**config.mk**
```make
export PLATFORM = sky130hd
export DESIGN_NAME = fse_front
export DESIGN_NICKNAME = d
export VERILOG_FILES = /design/src/design/fse_pkg.sv /design/src/design/fse_front.sv
export SDC_FILE = /design/constraint.sdc
export NUM_CORES = 1
export LEC_CHECK = 0
export CAP_MARGIN = 20
export CORE_MARGIN = 10
export CORE_UTILIZATION = 55
export CTS_CLUSTER_SIZE = 8
export DETAILED_ROUTE_END_ITERATION = 10
export DONT_BUFFER_PORTS = 1
export PLACE_DENSITY = 0.8
export SYNTH_ARGS = -nofsm -noshare
export SYNTH_HDL_FRONTEND = slang
export SYNTH_SLANG_ARGS = --single-unit
```
**constraint.sdc**
```tcl
create_clock -name clk_i -period 1.6 [get_ports clk_i]
set_clock_uncertainty 0.05 [all_clocks]
set_input_delay 0.16 -clock clk_i [delete_from_list [all_inputs] [get_ports clk_i]]
set_output_delay 0.16 -clock clk_i [all_outputs]
set_load 0.02 [all_outputs]
```
**src/design/fse_pkg.sv**
```systemverilog
`default_nettype none

package fse_pkg;

  // sizes of the graph
  localparam int MaxNodes = 256;
  localparam int MaxEdges = 64;

  localparam int NodeW  = 8;
  localparam int WtW    = 32;
  localparam int SlotW  = $clog2(MaxEdges);
  localparam int LinkW  = SlotW + 1;
  localparam int TotalW = SlotW + 1;
  localparam int CfgW   = 9;

  // all ones in the link field marks the end of a chain
  localparam logic [LinkW-1:0] NoLink = '1;

  localparam logic [CfgW-1:0] NodeCountReset = CfgW'(MaxNodes);

  // input command codes
  localparam logic [1:0] CmdAdd  = 2'd0;
  localparam logic [1:0] CmdList = 2'd1;
  localparam logic [1:0] CmdDump = 2'd2;

  // status codes
  localparam logic [1:0] StatOk      = 2'd0;
  localparam logic [1:0] StatBadNode = 2'd1;
  localparam logic [1:0] StatFull    = 2'd2;

  typedef enum logic [1:0] {
    OP_ADD,
    OP_LIST,
    OP_DUMP,
    OP_BAD_NODE
  } op_kind_e;

  typedef enum logic [1:0] {
    ST_IDLE,
    ST_ADD,
    ST_HEAD,
    ST_EDGE
  } back_state_e;

  // classified word handed from front to back
  typedef struct packed {
    op_kind_e                kind;
    logic [NodeW-1:0]        src;
    logic [NodeW-1:0]        dst;
    logic signed [WtW-1:0]   wt;
  } fse_op_t;

  // one entry of the edge store
  typedef struct packed {
    logic [LinkW-1:0]        link;
    logic signed [WtW-1:0]   wt;
    logic [NodeW-1:0]        dst;
    logic [NodeW-1:0]        src;
  } edge_entry_t;

  localparam int EntryW = $bits(edge_entry_t);

  // one result word
  typedef struct packed {
    logic                    last;
    logic [1:0]              status;
    logic                    is_empty;
    logic signed [LinkW-1:0] next_slot;
    logic [SlotW-1:0]        edge_slot;
    logic signed [WtW-1:0]   wt;
    logic [NodeW-1:0]        dst;
    logic [NodeW-1:0]        src;
  } fse_result_t;

endpackage

`default_nettype wire

```
**src/design/fse_front.sv**
```systemverilog
`default_nettype none

module fse_front (
  input  wire logic                     clk_i,
  input  wire logic                     rst_ni,
  input  wire logic                     cfg_valid_i,
  input  wire logic [fse_pkg::CfgW-1:0] cfg_data_i,
  input  wire logic                     in_valid_i,
  input  wire logic [1:0]               in_cmd_i,
  input  wire logic [fse_pkg::NodeW-1:0] in_src_i,
  input  wire logic [fse_pkg::NodeW-1:0] in_dst_i,
  input  wire logic signed [fse_pkg::WtW-1:0] in_wt_i,
  input  wire logic                     q_ready_i,
  output logic                          in_ready_o,
  output logic                          q_push_o,
  output fse_pkg::fse_op_t              q_op_o
);
  import fse_pkg::*;

  logic [CfgW-1:0] node_count_q;
  logic            src_ok;
  logic            dst_ok;
  logic            drop;

  // node count register
  always_ff @(posedge clk_i or negedge rst_ni) begin
    if (!rst_ni) begin
      node_count_q <= NodeCountReset;
    end else if (cfg_valid_i) begin
      node_count_q <= cfg_data_i;
    end
  end

  // node range checks
  assign src_ok = (CfgW'(in_src_i) < node_count_q) && (32'(in_src_i) < MaxNodes);
  assign dst_ok = (CfgW'(in_dst_i) < node_count_q) && (32'(in_dst_i) < MaxNodes);

  // classify the incoming word
  always_comb begin
    q_op_o.src = in_src_i;
    q_op_o.dst = in_dst_i;
    q_op_o.wt  = in_wt_i;
    drop       = 1'b0;
    unique case (in_cmd_i)
      CmdAdd:  q_op_o.kind = (src_ok && dst_ok) ? OP_ADD : OP_BAD_NODE;
      CmdList: q_op_o.kind = src_ok ? OP_LIST : OP_BAD_NODE;
      CmdDump: q_op_o.kind = OP_DUMP;
      default: begin
        q_op_o.kind = OP_DUMP;
        drop        = 1'b1;
      end
    endcase
  end

  // unused codes are taken and dropped
  assign in_ready_o = q_ready_i;
  assign q_push_o   = in_valid_i && q_ready_i && !drop;

endmodule

`default_nettype wire

```
# Yosys cells after proc, flatten, opt, wreduce, memory -nomap -nowiden
# Index checks and enable logic that the tools add are counted.
totals:
  out_inout_bits: 52
  regBits: 9
  word_cells: 13
  input_bits: 64
op_classes:
  muxes: 3
  n_eq_ne: 2
  reduce_logical: 5
  n_lt_le_gt_ge: 2
op_table:
  columns: ["op", "count"]
  rows:
  - ["$lt 8x9->1", 2]
  - ["$mux 2", 2]
  - ["$pmux 2 s2", 1]
  - ["$logic_and 1x1->1", 3]
  - ["$reduce_or 3->1", 1]
  - ["$eq 2x1->1 const B", 1]
  - ["$eq 2x2->1 const B", 1]
  - ["$logic_not 2->1", 1]

# Longest topological paths before layout
depth:
  depth_word: 4
  depth_mapped: 6

# Worst setup path before layout
# Ideal clock, no wire load.
synth_timing:
  path_kind: "register to output"
  from: "reg node_count_q[7]"
  to: "out q_op_o[48] in the netlist's numbering"
  slack_ns: -0.232
  stages_incl_launch_ff: 6
  path_buffers: 0
  t_arrival_ns: 1.622
  cell_sequence: "dfrtp_1 > inv_1 > ha_1 > and4b_1 > or4b_1 > a41oi_2"
synth_lines:
  columns: ["item", "line", "text"]
  rows:
  - ["from (decl)", "fse_front.sv:20", "logic [CfgW-1:0] node_count_q;"]
  - ["from (signal assigned)", "fse_front.sv:28", "node_count_q <= NodeCountReset;"]
  - ["from (signal assigned)", "fse_front.sv:30", "node_count_q <= cfg_data_i;"]
  - ["to (decl)", "fse_front.sv:16", "output fse_pkg::fse_op_t q_op_o"]

==> impl_metrics.py <==
metrics = {
    "cells_and_area": {
        "area_delta_synth_final_pct": -1.06,
        "nets": 180,
        "fillers": 139,
        "instances_no_fill": 126,
        "top_register": "node_count_q",
        "fin_util": 0.588,
        "top_regs": "node_count_q x9",
        "largest_reg_flops": 9,
        "diodes": 0,
        "mostFrequentLayoutCells": "dlygate4sd3_1 (11), buf_4 (11), nand2_1 (10), ha_1 (10), dfrtp_1 (8)",
        "drive_gt1_frac": 0.297,
    },
    "synth": {
        "synth_cells": 125,
        "synth_edf_count": 0,
        "ys.flop_type": "dfrtp_1",
        "yosys_warnings": 0,
        "synth_seq_cells": 9,
        "synth.avg_cell_area_um2": 8.48,
        "yosysSeqAreaShare": 0.214,
        "synth_nets": 203,
        "synth_cell_types": 24,
        "ys_async_sr_fraction": 1.00,
        "syn_area_mm2": 0.00106,
    },
    "status": {
        "violations": "setup timing",
        "status": "finished, violations left",
    },
    "run": {
        "drv_cap": 0,
    },
    "routing": {
        "drtAntennaViolNets": 0,
        "wl_um": 2400,
        "detail_route.first_pass.iterations": 4,
        "vias": 711,
        "via_per_inst": 5.64,
        "wl_per_cell_um": 19.0,
        "first_iter_violations": 12,
        "drc": 0,
    },
    "setup_path": {
        "arrival_ns": 1.92,
        "rr_worst_depth": 5,
        "worstSetupPathType": "flop to output pin",
        "crit_fanout": 2,
        "cp.required_ns": 1.39,
        "cp-end-kind": "output pin",
        "crit_path_start_kind": "flop",
    },
    "sta": {
        "fmax_ghz": 0.470,
        "hold_viol": 0,
        "finalSetupViolCount": 2,
        "drv_slew": 0,
        "rsz0062_at_grt": "true",
        "slew_headroom": 0.653,
        "fin_crit_ns": 2.13,
        "setup_ws_ns": -0.526,
        "tightest_slew_ns": 0.519,
        "finalCritPeriodShare": 1.33,
    },
    "global_route": {
        "antenna_found_initial": 0,
        "grt-ovfl-total": 0,
        "grt_pass1_vias": 791,
        "grt_pass1_wl_um": 3940,
        "track_usage": 0.120,
        "grt_max_degree": 17,
    },
    "power": {
        "ir_drop_v": 0.000405,
        "power_uw": 700,
        "pwr_density_cell_mw_per_mm2": 668,
        "p_leak_uw": 0.000456,
    },
    "clocking": {
        "clockBufferDepth": 2,
        "h-tree-depth": 1,
        "cts-root-buf": "clkbuf_4",
        "cts_buffers": 3,
        "insertion_delay_ns": 0.25,
        "clkSinkCount": 9,
        "path_clk_slew_ns": 0.06,
        "cts_tree": "built",
    },
    "place": {
        "gp_congestion": 0.800,
        "placedCellCount": 108,
        "port-buffer-count": 0,
        "dpl.hpwl_um": 1950,
    },
    "die": {
        "die_area_mm2": 0.00408,
        "num_rows": 15,
        "dieWidth_um": 63.9,
        "initial_core_util": 0.594,
        "die_y_um": 63.9,
        "core-area_mm2": 0.00178,
        "ios": 116,
    },
    "min_path": {
        "min_path_type": "input port to async pin",
    },
}
-- stage by stage --
stage | cell area, um^2 | setup TNS, ns | hold WS (ns) | worst slack (ns)
2_1_floorplan | 1090 | -0.192 | -0.186 | -0.125
3_3_place_gp | 817 | -0.308 | -0.185 | -0.165
3_5_place_dp | 817 | -0.419 | -0.185 | -0.239
4_1_cts | 1040 | -0.899 | 0.215 | -0.510
5_1_grt | 1050 | -1.08 | 0.241 | -0.589
6_report | 1050 | -0.937 | 0.209 | -0.526
-- where the power goes --
| group | internal [uW] | total [uW] | leakage [uW] | switching, uW |
|---|---|---|---|---|
| Combinational | 143 | 271 | 0.000333 | 129 |
| Sequential | 251 | 261 | 0.000107 | 10.1 |
| Clock | 95.7 | 168 | 0.0000150 | 72.6 |
| Total | 489 | 700 | 0.000456 | 212 |
-- critical path, stage by stage, from the launching register on --
cell and delay [ns]:
dfrtp_1 0.34, inv_2 0.06, ha_4 0.26, and4b_1 0.24, or4b_4 0.52, a41oi_4 0.24
-- cell usage after synthesis, types with 2 or more instances --
master / n / area share
ha_1: 14 / 0.17
buf_4: 49 / 0.35
dfrtp_1: 8 / 0.19
clkbuf_1: 2 / 0.0071
mux2_1: 2 / 0.021
nor2_1: 2 / 0.0071
o21ai_0: 4 / 0.019
a21oi_1: 7 / 0.033
nand2_1: 10 / 0.035
inv_1: 9 / 0.032
o21ai_1: 5 / 0.024
-- layout make-up --
| type | instances | area (um^2) | share of cell area |
|---|---|---|---|
| well taps | 25 | 31.3 | 0.0298 |
| inverters | 9 | 33.8 | 0.0322 |
| clock buffers | 4 | 26.3 | 0.0251 |
| flip-flops and latches | 9 | 226 | 0.216 |
| repair buffers | 23 | 204 | 0.195 |
| multi-input cells | 56 | 527 | 0.502 |
-- worst paths after layout --
kind                       slack, ns             from              end
max                            -0.53  node_count_q[6]       q_op_o[48]
min                             0.21           rst_ni  node_count_q[6]
max reg2reg                     0.61  node_count_q[6]  node_count_q[6]
min reg2reg                     0.45  node_count_q[0]  node_count_q[0]
max in group asynchronous       0.98           rst_ni  node_count_q[8]
min in group clk_i              0.27      in_wt_i[11]       q_op_o[11]
-- timing repair --
action,CTS,global route
resized for setup,9,2
hold endpoints to repair,18,0
buffers inserted,3,0
hold buffers,11,0
setup endpoints to repair,2,2
pin swaps,3,2
-- cell families (layout without fill, tap and decap cells) --
family / count (synthesis) / in the layout / share of synthesized area
and+or+nand+nor: 19 / 19 / 0.0909
adders and majority gates: 14 / 14 / 0.165
AOI/OAI and AO/OA: 21 / 21 / 0.123
muxes: 2 / 2 / 0.0212
buffers and inverters: 60 / 36 / 0.386
DFF: 9 / 9 / 0.214
-- per-layer routing --
metal | track usage | part of all wire
met1 | 0.114 | 0.35
met2 | 0.204 | 0.49
met3 | 0.0418 | 0.11
met4 | 0.101 | 0.046
met5 | 0 | 0
(Power assumes the default switching activity.)
