[config.mk]
export PLATFORM = sky130hd
export DESIGN_NAME = fse_queue
export DESIGN_NICKNAME = d
export VERILOG_FILES = /design/src/design/fse_pkg.sv /design/src/design/fse_queue.sv
export SDC_FILE = /design/constraint.sdc
export NUM_CORES = 1
export LEC_CHECK = 0
export BUFFER_PORTS_ARGS = -buffer_cell sky130_fd_sc_hd__buf_2
export CAP_MARGIN = 20
export CORE_ASPECT_RATIO = 1.2
export CORE_MARGIN = 10
export CORE_UTILIZATION = 56
export DETAILED_ROUTE_END_ITERATION = 16
export PLACE_DENSITY_LB_ADDON = 0.05
export RECOVER_POWER = 100
export SYNTH_ARGS = -nofsm -noshare
export SYNTH_HDL_FRONTEND = slang
export SYNTH_SLANG_ARGS = --single-unit
export TNS_END_PERCENT = 30
[constraint.sdc]
create_clock -name clk_i -period 9.6 [get_ports clk_i]
set_clock_uncertainty 0.15 [all_clocks]
set_input_delay 2.88 -clock clk_i [delete_from_list [all_inputs] [get_ports clk_i]]
set_output_delay 2.88 -clock clk_i [all_outputs]
set_load 0.05 [all_outputs]
[src/design/fse_pkg.sv]
`default_nettype none

package fse_pkg;

  // sizes of the graph
  localparam int MaxNodes = 256;
  localparam int MaxEdges = 64;

  localparam int NodeW  = 8;
  localparam int WtW    = 32;
  localparam int SlotW  = $clog2(MaxEdges);
  localparam int LinkW  = SlotW + 1;
  localparam int TotalW = SlotW + 1;
  localparam int CfgW   = 9;

  // all ones in the link field marks the end of a chain
  localparam logic [LinkW-1:0] NoLink = '1;

  localparam logic [CfgW-1:0] NodeCountReset = CfgW'(MaxNodes);

  // input command codes
  localparam logic [1:0] CmdAdd  = 2'd0;
  localparam logic [1:0] CmdList = 2'd1;
  localparam logic [1:0] CmdDump = 2'd2;

  // status codes
  localparam logic [1:0] StatOk      = 2'd0;
  localparam logic [1:0] StatBadNode = 2'd1;
  localparam logic [1:0] StatFull    = 2'd2;

  typedef enum logic [1:0] {
    OP_ADD,
    OP_LIST,
    OP_DUMP,
    OP_BAD_NODE
  } op_kind_e;

  typedef enum logic [1:0] {
    ST_IDLE,
    ST_ADD,
    ST_HEAD,
    ST_EDGE
  } back_state_e;

  // classified word handed from front to back
  typedef struct packed {
    op_kind_e                kind;
    logic [NodeW-1:0]        src;
    logic [NodeW-1:0]        dst;
    logic signed [WtW-1:0]   wt;
  } fse_op_t;

  // one entry of the edge store
  typedef struct packed {
    logic [LinkW-1:0]        link;
    logic signed [WtW-1:0]   wt;
    logic [NodeW-1:0]        dst;
    logic [NodeW-1:0]        src;
  } edge_entry_t;

  localparam int EntryW = $bits(edge_entry_t);

  // one result word
  typedef struct packed {
    logic                    last;
    logic [1:0]              status;
    logic                    is_empty;
    logic signed [LinkW-1:0] next_slot;
    logic [SlotW-1:0]        edge_slot;
    logic signed [WtW-1:0]   wt;
    logic [NodeW-1:0]        dst;
    logic [NodeW-1:0]        src;
  } fse_result_t;

endpackage

`default_nettype wire

[src/design/fse_queue.sv]
`default_nettype none

module fse_queue (
  input  wire logic             clk_i,
  input  wire logic             rst_ni,
  input  wire logic             push_i,
  input  wire fse_pkg::fse_op_t push_op_i,
  output logic                  ready_o,
  output logic                  valid_o,
  output fse_pkg::fse_op_t      op_o,
  input  wire logic             pop_i
);
  import fse_pkg::*;

  fse_op_t    mem_q [2];
  logic       wptr_q, rptr_q;
  logic [1:0] count_q;
  logic       do_push, do_pop;

  assign ready_o = (count_q != 2'd2);
  assign valid_o = (count_q != 2'd0);
  assign op_o    = mem_q[rptr_q];
  assign do_push = push_i && ready_o;
  assign do_pop  = pop_i && valid_o;

  // two-entry ring
  always_ff @(posedge clk_i) begin
    if (do_push) begin
      mem_q[wptr_q] <= push_op_i;
    end
  end

  always_ff @(posedge clk_i or negedge rst_ni) begin
    if (!rst_ni) begin
      wptr_q  <= 1'b0;
      rptr_q  <= 1'b0;
      count_q <= 2'd0;
    end else begin
      if (do_push) wptr_q <= ~wptr_q;
      if (do_pop)  rptr_q <= ~rptr_q;
      if (do_push && !do_pop) begin
        count_q <= count_q + 2'd1;
      end else if (do_pop && !do_push) begin
        count_q <= count_q - 2'd1;
      end
    end
  end

endmodule

`default_nettype wire

## Word level (Yosys, flattened, before mapping)

Memories as Yosys holds them, arrays and structs flattened.
Index checks and enable logic that the tools add are counted.

| word-level totals | value |
|---|---|
| register bits after elaboration | 4 |
| memory bits (writable) | 100 |
| ROM bits | 0 |
| output and inout port bits | 52 |
| latch bits | 0 |
| memories | 1 |

| cells by class | value |
|---|---|
| div/mod/pow operators | 0 |
| $mul | 0 |
| magnitude comparators | 0 |
| shift operators | 0 |
| bitwise operators | 2 |
| reductions and logical operators | 8 |
| mux-type cells | 4 |
| equal/unequal tests | 1 |
| add/subtract/negate cells | 2 |

Memories:

| name | depth | bits a word | rd ports | clocked after memory_dff | write ports | line | RTL |
|---|---|---|---|---|---|---|---|
| mem_q | 2 | 50 | 1 | 0 | 1 | fse_queue.sv:15 | `fse_op_t mem_q [2];` |

Operators with widths:

| operator | count |
|---|---|
| $logic_and A1 B1 Y1 | 4 |
| $mux W2 | 2 |
| $reduce_bool A2 Y1 | 2 |
| $add A2 B1 Y2 const B | 1 |
| $logic_not A1 Y1 | 2 |
| $mux W1 | 2 |
| $ne A2 B2 Y1 const B | 1 |
| $not A1 Y1 | 2 |
| $sub A2 B1 Y2 const B | 1 |

## Depth between registers and ports, before layout

Gate-level depths: netlist (run 1).

| logic depth | value |
|---|---|
| depth after elaboration | 6 |
| mapped depth | 7 |
| mapped depth without buffers | 7 |

## Worst setup path before layout (run 1)

Ideal clock, no wire load.

| timing | value |
|---|---|
| path type | in2reg |
| from | in push_i |
| to | mem mem_q[0][0] in the netlist's numbering (enable) |
| buffers on the path | 0 |
| setup time | 458 ps |
| stages on the path | 2 |
| required time | 8992 ps |
| setup slack | 3900 ps |
| arrival | 5092 ps |
| cells stage by stage | nand2_1 -> nor2_1 |

| between the ends | value |
|---|---|
| longest elaborated chain between the ends | 3 |

RTL lines:

| what | line | RTL |
|---|---|---|
| start: declaration | fse_queue.sv:6 | `input wire logic push_i,` |
| $logic_and A1 B1 Y1 | fse_queue.sv:23 | `assign do_push = push_i && ready_o;` |
| $mux W1 | fse_queue.sv:28 | `if (do_push) begin` |
| $mux W1 (implied by the code) | fse_queue.sv:29 | `mem_q[wptr_q] <= push_op_i;` |
| end: declaration | fse_queue.sv:15 |  |

Every way passes these cells.

==> flow_summary.yaml, run 1 <==
global_routing:
  antenna_found_initial: 0
  grt_max_degree: 52
  grt_pass1_wl_mm: 10.5
  grt-ovfl-total: 0
  grt_pass1_vias: 2116
  grtUsageTotal: 0.123
setup_path:
  crit_type: "reg -> out"
  max_stage_delay_ps: 1840
  endpoint_kind: "output port"
  worst-path-buf-inv: 1
  crit_path_cell_trace: "mux2_2, clkbuf_1"
  cp_max_fo: 51
  cp_slowest_cell: "dfrtp_1"
  startpoint_type: "flop"
  cp.required_ps: 6570
  cp_data_arrival_time_ps: 3100
  critical_path.top_delay_family: "flip-flops"
timing:
  hold_violations: 0
  rsz0062_at_grt: "no"
  max-slew-margin-rel: -0.527
  period_share: 0.639
  fin_tns_setup_ps: 0
  tightestPinTransition_ps: 2290
  setup_viol: 0
  drv_slew: 146
  fin_crit_ps: 6130
  worst_slack_ps: 3470
  fmax_mhz: 163
synth:
  yosys-mux-area-fraction: 0.184
  synthCells: 174
  seq_area_frac_synth: 0.765
  ys_types: 15
  synth_compound_area_frac: 0
  synth-adder-area-share: 0.00309
  syn_area_per_cell_um2: 23.3
  syn-num-nets: 229
  yosys_warnings: 0
  ys_seq_elements: 104
  synth-xor-area-share: 0.0108
  netlist_area_um2: 4060
  synth-simple-area-share: 0.00833
  synth_top_family_by_area: "multiplexers"
cells_and_area:
  antenna_cells: 0
  final_util: 0.657
  drive_above_1_share: 0.320
  syn2layout_area_growth_pct: 12.5
  fin_nets: 341
  fillers: 543
pwr:
  max-vdd-ir-drop_uv: 185
  power.leakage_nw: 1.66
  power.density_nw_per_um2: 351
cts:
  cts_made_buffers: 9
  max-clock-path-buffers: 2
  clk_pin_slew_worst_paths_ps: 80
  cts_hold_buf: 0
  cts_tree: "done"
  cts_setup_buffers: 0
  htree_levels: 3
  worstSkewPairLatency_ps: 350
  cts.sinks: 104
  cts_root_buf: "clkbuf_8"
  cts_resized: 0
drt:
  post_drt_via_cell_ratio: 5.00
  vias: 1891
  first_iter_violations: 93
  ant_nets: 0
  first_pass_iters: 4
  drc: 0
  drt-total-wl_mm: 6.87
  wl_per_cell_um: 18.2
placed_design:
  post-place-ws_ps: 4870
  dp_hpwl_mm: 4.77
  numPortBuffers: 105
  gp_congestion: 0.687
floorplanning:
  initial_core_util: 0.585
  io_pins: 106
  die_w_um: 97.7
  dieArea_um2: 11100
  fp.dieH_um: 113
  rows: 33
  core_area_um2: 6940
status:
  violations: "capacitance limit, slew limit"
  outcome: "finished with violations"
min_path:
  hp-class: "reg -> reg"
job:
  cap_violations: 4
[kinds of logic after synthesis]
family / count (synthesis)
XOR/XNOR: 5
flip-flops: 104
AND/OR/NAND/NOR: 7
adder cells (fa/ha/maj): 1
multiplexers: 50
buffers and inverters: 7
[sequential cells by signal, indices dropped and copies added (netlist names)]
signal   cells
count_q      2
mem_q      100
rptr_q       1
wptr_q       1
[cell usage in the layout (no fill, tap or decap)]
master and instances:
and3_1 1, buf_2 78, bufinv_16 1, clkbuf_1 31
clkbuf_8 9, clkinv_1 1, clkinv_4 1, clkinvlp_4 2
dfrtp_1 4, edfxtp_1 100, ha_1 1, inv_1 1
mux2_1 48, mux2_2 1, mux2_4 1, nand2_1 2
nand2b_1 1, nor2_1 2, or2_1 1, xnor2_1 3
xor2_1 2
[worst paths after layout]
| path | from | to | slack (ps) | cells after the start |
|---|---|---|---|---|
| setup / recovery | rptr_q | op_o[42] | 3470 | 2 |
| hold / removal | count_q[1] | count_q[1] | 350 | 1 |
| setup reg to reg | count_q[0] | mem_q[0][40] | 5700 | 4 |
| hold reg to reg | count_q[1] | count_q[1] | 350 | 1 |
| max in group asynchronous | rst_ni | count_q[0] | 6910 | 1 |
| min in group asynchronous | rst_ni | rptr_q | 2200 | 1 |
[stage by stage]
stage	hold slack, ps	std cells	total power (W)	cell area (um^2)
2_1_floorplan	306	174	0.00137	4060
3_3_place_gp	325	362	0.00147	4610
3_5_place_dp	332	362	0.00148	4610
4_1_cts	350	378	0.00173	4790
5_1_grt	371	378	0.00168	4560
6_report	346	378	0.00160	4560
[metal layers]
metal,GRT usage,vias to the layer above,wire [um]
met1,0.125,906,2600
met2,0.216,73,3610
met4,0.0466,0,95
met3,0.0542,9,566
met5,0,-,0
li1,-,903,-
[synthesized netlist by cell type (all sizes together)]
cell type,instances,area share
and3,1,0.0015
dfrtp,4,0.025
buf,6,0.027
nor2,2,0.0019
edfxtp,100,0.74
ha,1,0.0031
xnor2,3,0.0065
inv,1,0.00092
or2,1,0.0015
mux2,50,0.18
nand2,2,0.0019
xor2,2,0.0043
nand2b,1,0.0015
[power by group]
part	switching [W]	leakage, nW	internal, W	total (W)
registers	0.0000665	0.976	0.000625	0.000691
clock network	0.000133	0.0872	0.000120	0.000254
logic	0.000493	0.597	0.000165	0.000658
total	0.000693	1.66	0.000910	0.00160
[cell type report]
| class | instances | area, um^2 | share of cell area |
|---|---|---|---|
| Clock buffer | 11 | 131 | 0.0288 |
| Clock inverter | 5 | 57.6 | 0.0126 |
| Inverter | 1 | 3.75 | 0.000823 |
| Multi-Input combinational cell | 63 | 657 | 0.144 |
| Sequential cell | 104 | 3100 | 0.680 |
| Tap cell | 87 | 109 | 0.0239 |
| Timing Repair Buffer | 107 | 499 | 0.109 |
Power figures use the tool's default switching activity.
==> run 2: changes to the inputs <==
- CORE_UTILIZATION: 56 -> 52
- clock period: 9.6 -> 6.31 ns (I/O delays scaled with it)
==> run 2 against run 1 <==
Effect of this change:
- the flow still finishes with violations (capacitance limit, slew limit)
- sequential cell count unchanged
- die area up 6.2%
- critical endpoint is now mem_q[1][44]
- core utilization decreased by 4.0 points
- largest cell class unchanged
- setup slack got worse by 1600 ps
==> flow_summary.yaml, run 2 (synthesis gave the netlist of run 1 again) <==
floorplanning:
  core_area_um2: 7620
  fp.dieH_um: 117
  io_pins: 106
  die_w_um: 101
  dieArea_um2: 11700
  initial_core_util: 0.532
  rows: 35
global_routing:
  grt_pass1_wl_mm: 10.8
  grt_max_degree: 52
  antenna_found_initial: 0
  grt-ovfl-total: 0
  grt_pass1_vias: 2129
  grtUsageTotal: 0.121
pwr:
  power.density_nw_per_um2: 549
  p_total_w: 0.00258
  p_sw_w: 0.00108
  p_sw_frac: 0.420
  seqPwrFrac: 0.419
  max-vdd-ir-drop_uv: 397
  p_int_w: 0.00150
  power.leakage_nw: 1.74
  clkPwrFrac: 0.158
  combPwrFrac: 0.423
timing:
  drv_slew: 75
  fin_crit_ps: 4400
  rsz0062_at_grt: "no"
  period_share: 0.697
  fin_tns_setup_ps: 0
  fmax_mhz: 227
  hold_violations: 0
  max-slew-margin-rel: -0.898
  tightestPinTransition_ps: 2850
  setup_viol: 0
setup_path:
  critical_path.top_delay_family: "buffers and inverters"
  cp_slowest_cell: "clkbuf_1"
  cp.required_ps: 6060
  crit_path_cell_trace: "buf_2, and3_2, clkbuf_1"
  endpoint_kind: "flop"
  startpoint_type: "primary input"
  reg2reg_to: "mem_q[1][44]"
  r2r_cells: 3
  cp_max_fo: 50
  r2r_start: "count_q[0]"
  max_stage_delay_ps: 2010
  worstSetupStartpoint: "push_i"
  cp_num_cells: 3
  worst-path-buf-inv: 2
  worst-r2r-setup-slack_ps: 2930
  cp_data_arrival_time_ps: 4150
  crit_type: "in -> reg"
min_path:
  hp-class: "reg -> reg"
  hold_start: "wptr_q"
  whs_endpoint: "wptr_q"
  hold_depth: 1
drt:
  wl_per_cell_um: 18.1
  ant_nets: 0
  first_pass_iters: 4
  first_iter_violations: 46
  drt-total-wl_mm: 6.92
  drc: 0
  vias: 1909
  post_drt_via_cell_ratio: 4.98
placed_design:
  gp_congestion: 0.649
  numPortBuffers: 105
  place_area_um2: 4610
  dp_hpwl_mm: 4.71
cts:
  clk_pin_slew_worst_paths_ps: 90
  max-clock-path-buffers: 2
  cts_root_buf: "clkbuf_8"
  htree_levels: 3
  worstSkewPairLatency_ps: 350
  cts_made_buffers: 9
  cts_resized: 0
  cts_setup_buffers: 0
  cts.sinks: 104
  cts_hold_buf: 0
  cts_tree: "done"
cells_and_area:
  largest_reg_flops: 100
  largest_register: "mem_q"
  final_util: 0.618
  reg.largest.list: "mem_q x100, count_q x2"
  antenna_cells: 0
  fillers: 628
  drive_above_1_share: 0.326
  fin_nets: 341
  final_common_cell: "edfxtp_1"
  fin_area_um2: 4710
  final_cell_mix: "edfxtp_1 (100), clkbuf_1 (79), mux2_4 (49), buf_2 (28), clkbuf_8 (11)"
  syn2layout_area_growth_pct: 16.0
job:
  cap_violations: 2
status:
  violations: "capacitance limit, slew limit"
  outcome: "finished with violations"
==> run 2: cell count changes in the layout (fill, tap and decap cells not counted), sizes merged <==
cell	delta
clkbuf	+50
clkinvlp	-1
buf	-48
clkinv	-1
==> run 2: worst max-delay path by stage <==
stage / endpoint
4_1_cts: op_o[42]
3_3_place_gp: op_o[42]
5_1_grt: mem_q[1][27]
2_1_floorplan: mem_q[0][0]
6_report: mem_q[1][44]
3_5_place_dp: op_o[42]
==> run 2: power by group through the flow <==
stage | sequential [W] | clock, W | combinational, W
6_report | 0.00108 | 0.000407 | 0.00109
5_1_grt | 0.00111 | 0.000455 | 0.00115
4_1_cts | 0.00108 | 0.000421 | 0.00115
3_5_place_dp | 0.00110 | 0 | 0.00115
3_3_place_gp | 0.00109 | 0 | 0.00115
2_1_floorplan | 0.00100 | 0 | 0.00108
==> run 2: stage by stage <==
step / setup slack, ps / hold WS, ps / instances
floorplan: 1600 / 306 / 174
global placement: 2570 / 325 / 367
detailed placement: 2570 / 347 / 367
CTS: 2170 / 363 / 383
global route: 1640 / 388 / 383
finish: 1910 / 349 / 383
==> run 2: layout make-up <==
cell class                      count  area [um^2]  area share
Sequential cell                   104         3110       0.660
Tap cell                           92          115      0.0245
Clock inverter                      3         42.5     0.00904
Inverter                            1         3.75    0.000798
Timing Repair Buffer              107          440      0.0936
Multi-Input combinational cell     63          838       0.178
Clock buffer                       13          159      0.0338
==> run 2: layer usage <==
metal | vias to the layer above | wire [um] | global-route usage
li1 | 902 | - | -
met1 | 922 | 2780 | 0.141
met2 | 75 | 3410 | 0.189
met3 | 10 | 609 | 0.0527
met4 | 0 | 119 | 0.0528
met5 | - | 0 | 0
==> run 2: worst register-to-register path, delay by kind of cell, from the launching register on <==
kind | cells | cell delay (ps)
buf+inv | 1 | 2010
flops | 1 | 420
simple gates | 2 | 340
==> run 3: changes to the inputs <==
- clock period: 6.31 -> 4.05 ns (I/O delays scaled with it)
==> run 3 against run 2 <==
Effect of this change:
- the run now ends clean
- final area is 0.21% lower
- sequential share of layout area is 0.14 points higher
- global-route usage is 0.15 points lower
- largest power group unchanged
- highest routed layer is now met5
==> flow_summary.yaml, run 3 (synthesis gave the netlist of run 1 again) <==
status:
  outcome: "completed"
drt:
  drt-total-wl_mm: 6.86
  ant_nets: 0
  vias: 1892
  drc: 0
  post_drt_via_cell_ratio: 4.93
  first_iter_violations: 62
  first_pass_iters: 4
  wl_per_cell_um: 17.9
floorplanning:
  core_area_um2: 7620
  die_w_um: 101
  dieArea_um2: 11700
  initial_core_util: 0.532
  rows: 35
  fp.dieH_um: 117
  io_pins: 106
cts:
  cts_made_buffers: 9
  max-clock-path-buffers: 2
  clk_pin_slew_worst_paths_ps: 90
  cts_hold_buf: 0
  cts_tree: "done"
  htree_levels: 3
  worstSkewPairLatency_ps: 340
  cts.sinks: 104
  cts_resized: 0
  cts_setup_buffers: 0
  cts_root_buf: "clkbuf_8"
pwr:
  p_sw_w: 0.00170
  p_total_w: 0.00394
  max-vdd-ir-drop_uv: 452
  combPwrFrac: 0.450
  clkPwrFrac: 0.140
  power.leakage_nw: 1.74
  power.density_nw_per_um2: 838
  p_int_w: 0.00224
  p_sw_frac: 0.431
  seqPwrFrac: 0.410
timing:
  drv_slew: 0
  period_share: 0.849
  fmax_mhz: 291
  fin_tns_setup_ps: 0
  rsz0062_at_grt: "no"
  setup_viol: 0
  max-slew-margin-rel: 0.129
  hold_violations: 0
  fin_crit_ps: 3440
  tightestPinTransition_ps: 1310
job:
  cap_violations: 0
setup_path:
  crit_path_cell_trace: "buf_12, mux2_4, clkbuf_1"
  max_stage_delay_ps: 740
  cp_data_arrival_time_ps: 2070
  crit_type: "reg -> out"
  critical_path.top_delay_family: "buffers and inverters"
  worst-path-buf-inv: 2
  startpoint_type: "flop"
  cp_max_fo: 28
  cp_slowest_cell: "dfrtp_4"
  cp.required_ps: 2680
  endpoint_kind: "output port"
cells_and_area:
  fin_area_um2: 4700
  reg.largest.list: "mem_q x100, count_q x2"
  final_common_cell: "edfxtp_1"
  largest_register: "mem_q"
  fin_nets: 342
  largest_reg_flops: 100
  antenna_cells: 0
  syn2layout_area_growth_pct: 15.8
  drive_above_1_share: 0.339
  final_cell_mix: "edfxtp_1 (100), clkbuf_1 (75), mux2_4 (49), buf_2 (30), clkbuf_8 (9)"
global_routing:
  antenna_found_initial: 1
  grtUsageTotal: 0.119
  grt_pass1_vias: 2100
  grt_max_degree: 51
  grt-ovfl-total: 0
  grt_pass1_wl_mm: 10.7
min_path:
  hp-class: "reg -> reg"
placed_design:
  place_area_um2: 4640
  gp_congestion: 0.702
  numPortBuffers: 105
  dp_hpwl_mm: 4.83
run 3: stage by stage:
stage               cells  worst slack [ps]  hold slack [ps]  utilization
global route          384               491              382        0.616
global placement      368              1110              329        0.610
CTS                   384               700              353        0.632
floorplan             174              15.5              306            -
detailed placement    368              1100              337        0.610
finish                384               611              346        0.616
run 3: area by class of cell:
class                           instances  area (um^2)
Clock inverter                          7         46.3
Tap cell                               92          115
Clock buffer                            9          124
Inverter                                1         3.75
Fill cell                             593         2920
Timing Repair Buffer                  108          462
Multi-Input combinational cell         63          838
Sequential cell                       104         3110
run 3: power groups by stage:
stage	Sequential, W	Clock, W	Combinational, W
2_1_floorplan	0.00156	0	0.00168
3_3_place_gp	0.00163	0	0.00188
3_5_place_dp	0.00164	0	0.00188
4_1_cts	0.00161	0.000575	0.00189
5_1_grt	0.00165	0.000619	0.00187
6_report	0.00161	0.000551	0.00177
run 3: worst paths after layout:
| path | start | end | slack [ps] | cells past startpoint |
|---|---|---|---|---|
| worst max register to register | count_q[0] | mem_q[0][24] | 1670 | 4 |
| min in group asynchronous | rst_ni | count_q[0] | 540 | 1 |
| worst max-delay path | rptr_q | op_o[34] | 610 | 3 |
| max in group asynchronous | rst_ni | rptr_q | 3000 | 1 |
| worst min-delay path | count_q[1] | count_q[1] | 350 | 1 |
| worst min register to register | count_q[1] | count_q[1] | 350 | 1 |
run 3: layer usage:
metal  share of wire  global-route usage
met2            0.52               0.199
met3           0.083              0.0527
met1            0.38               0.126
met5          0.0029                   0
met4           0.016              0.0557
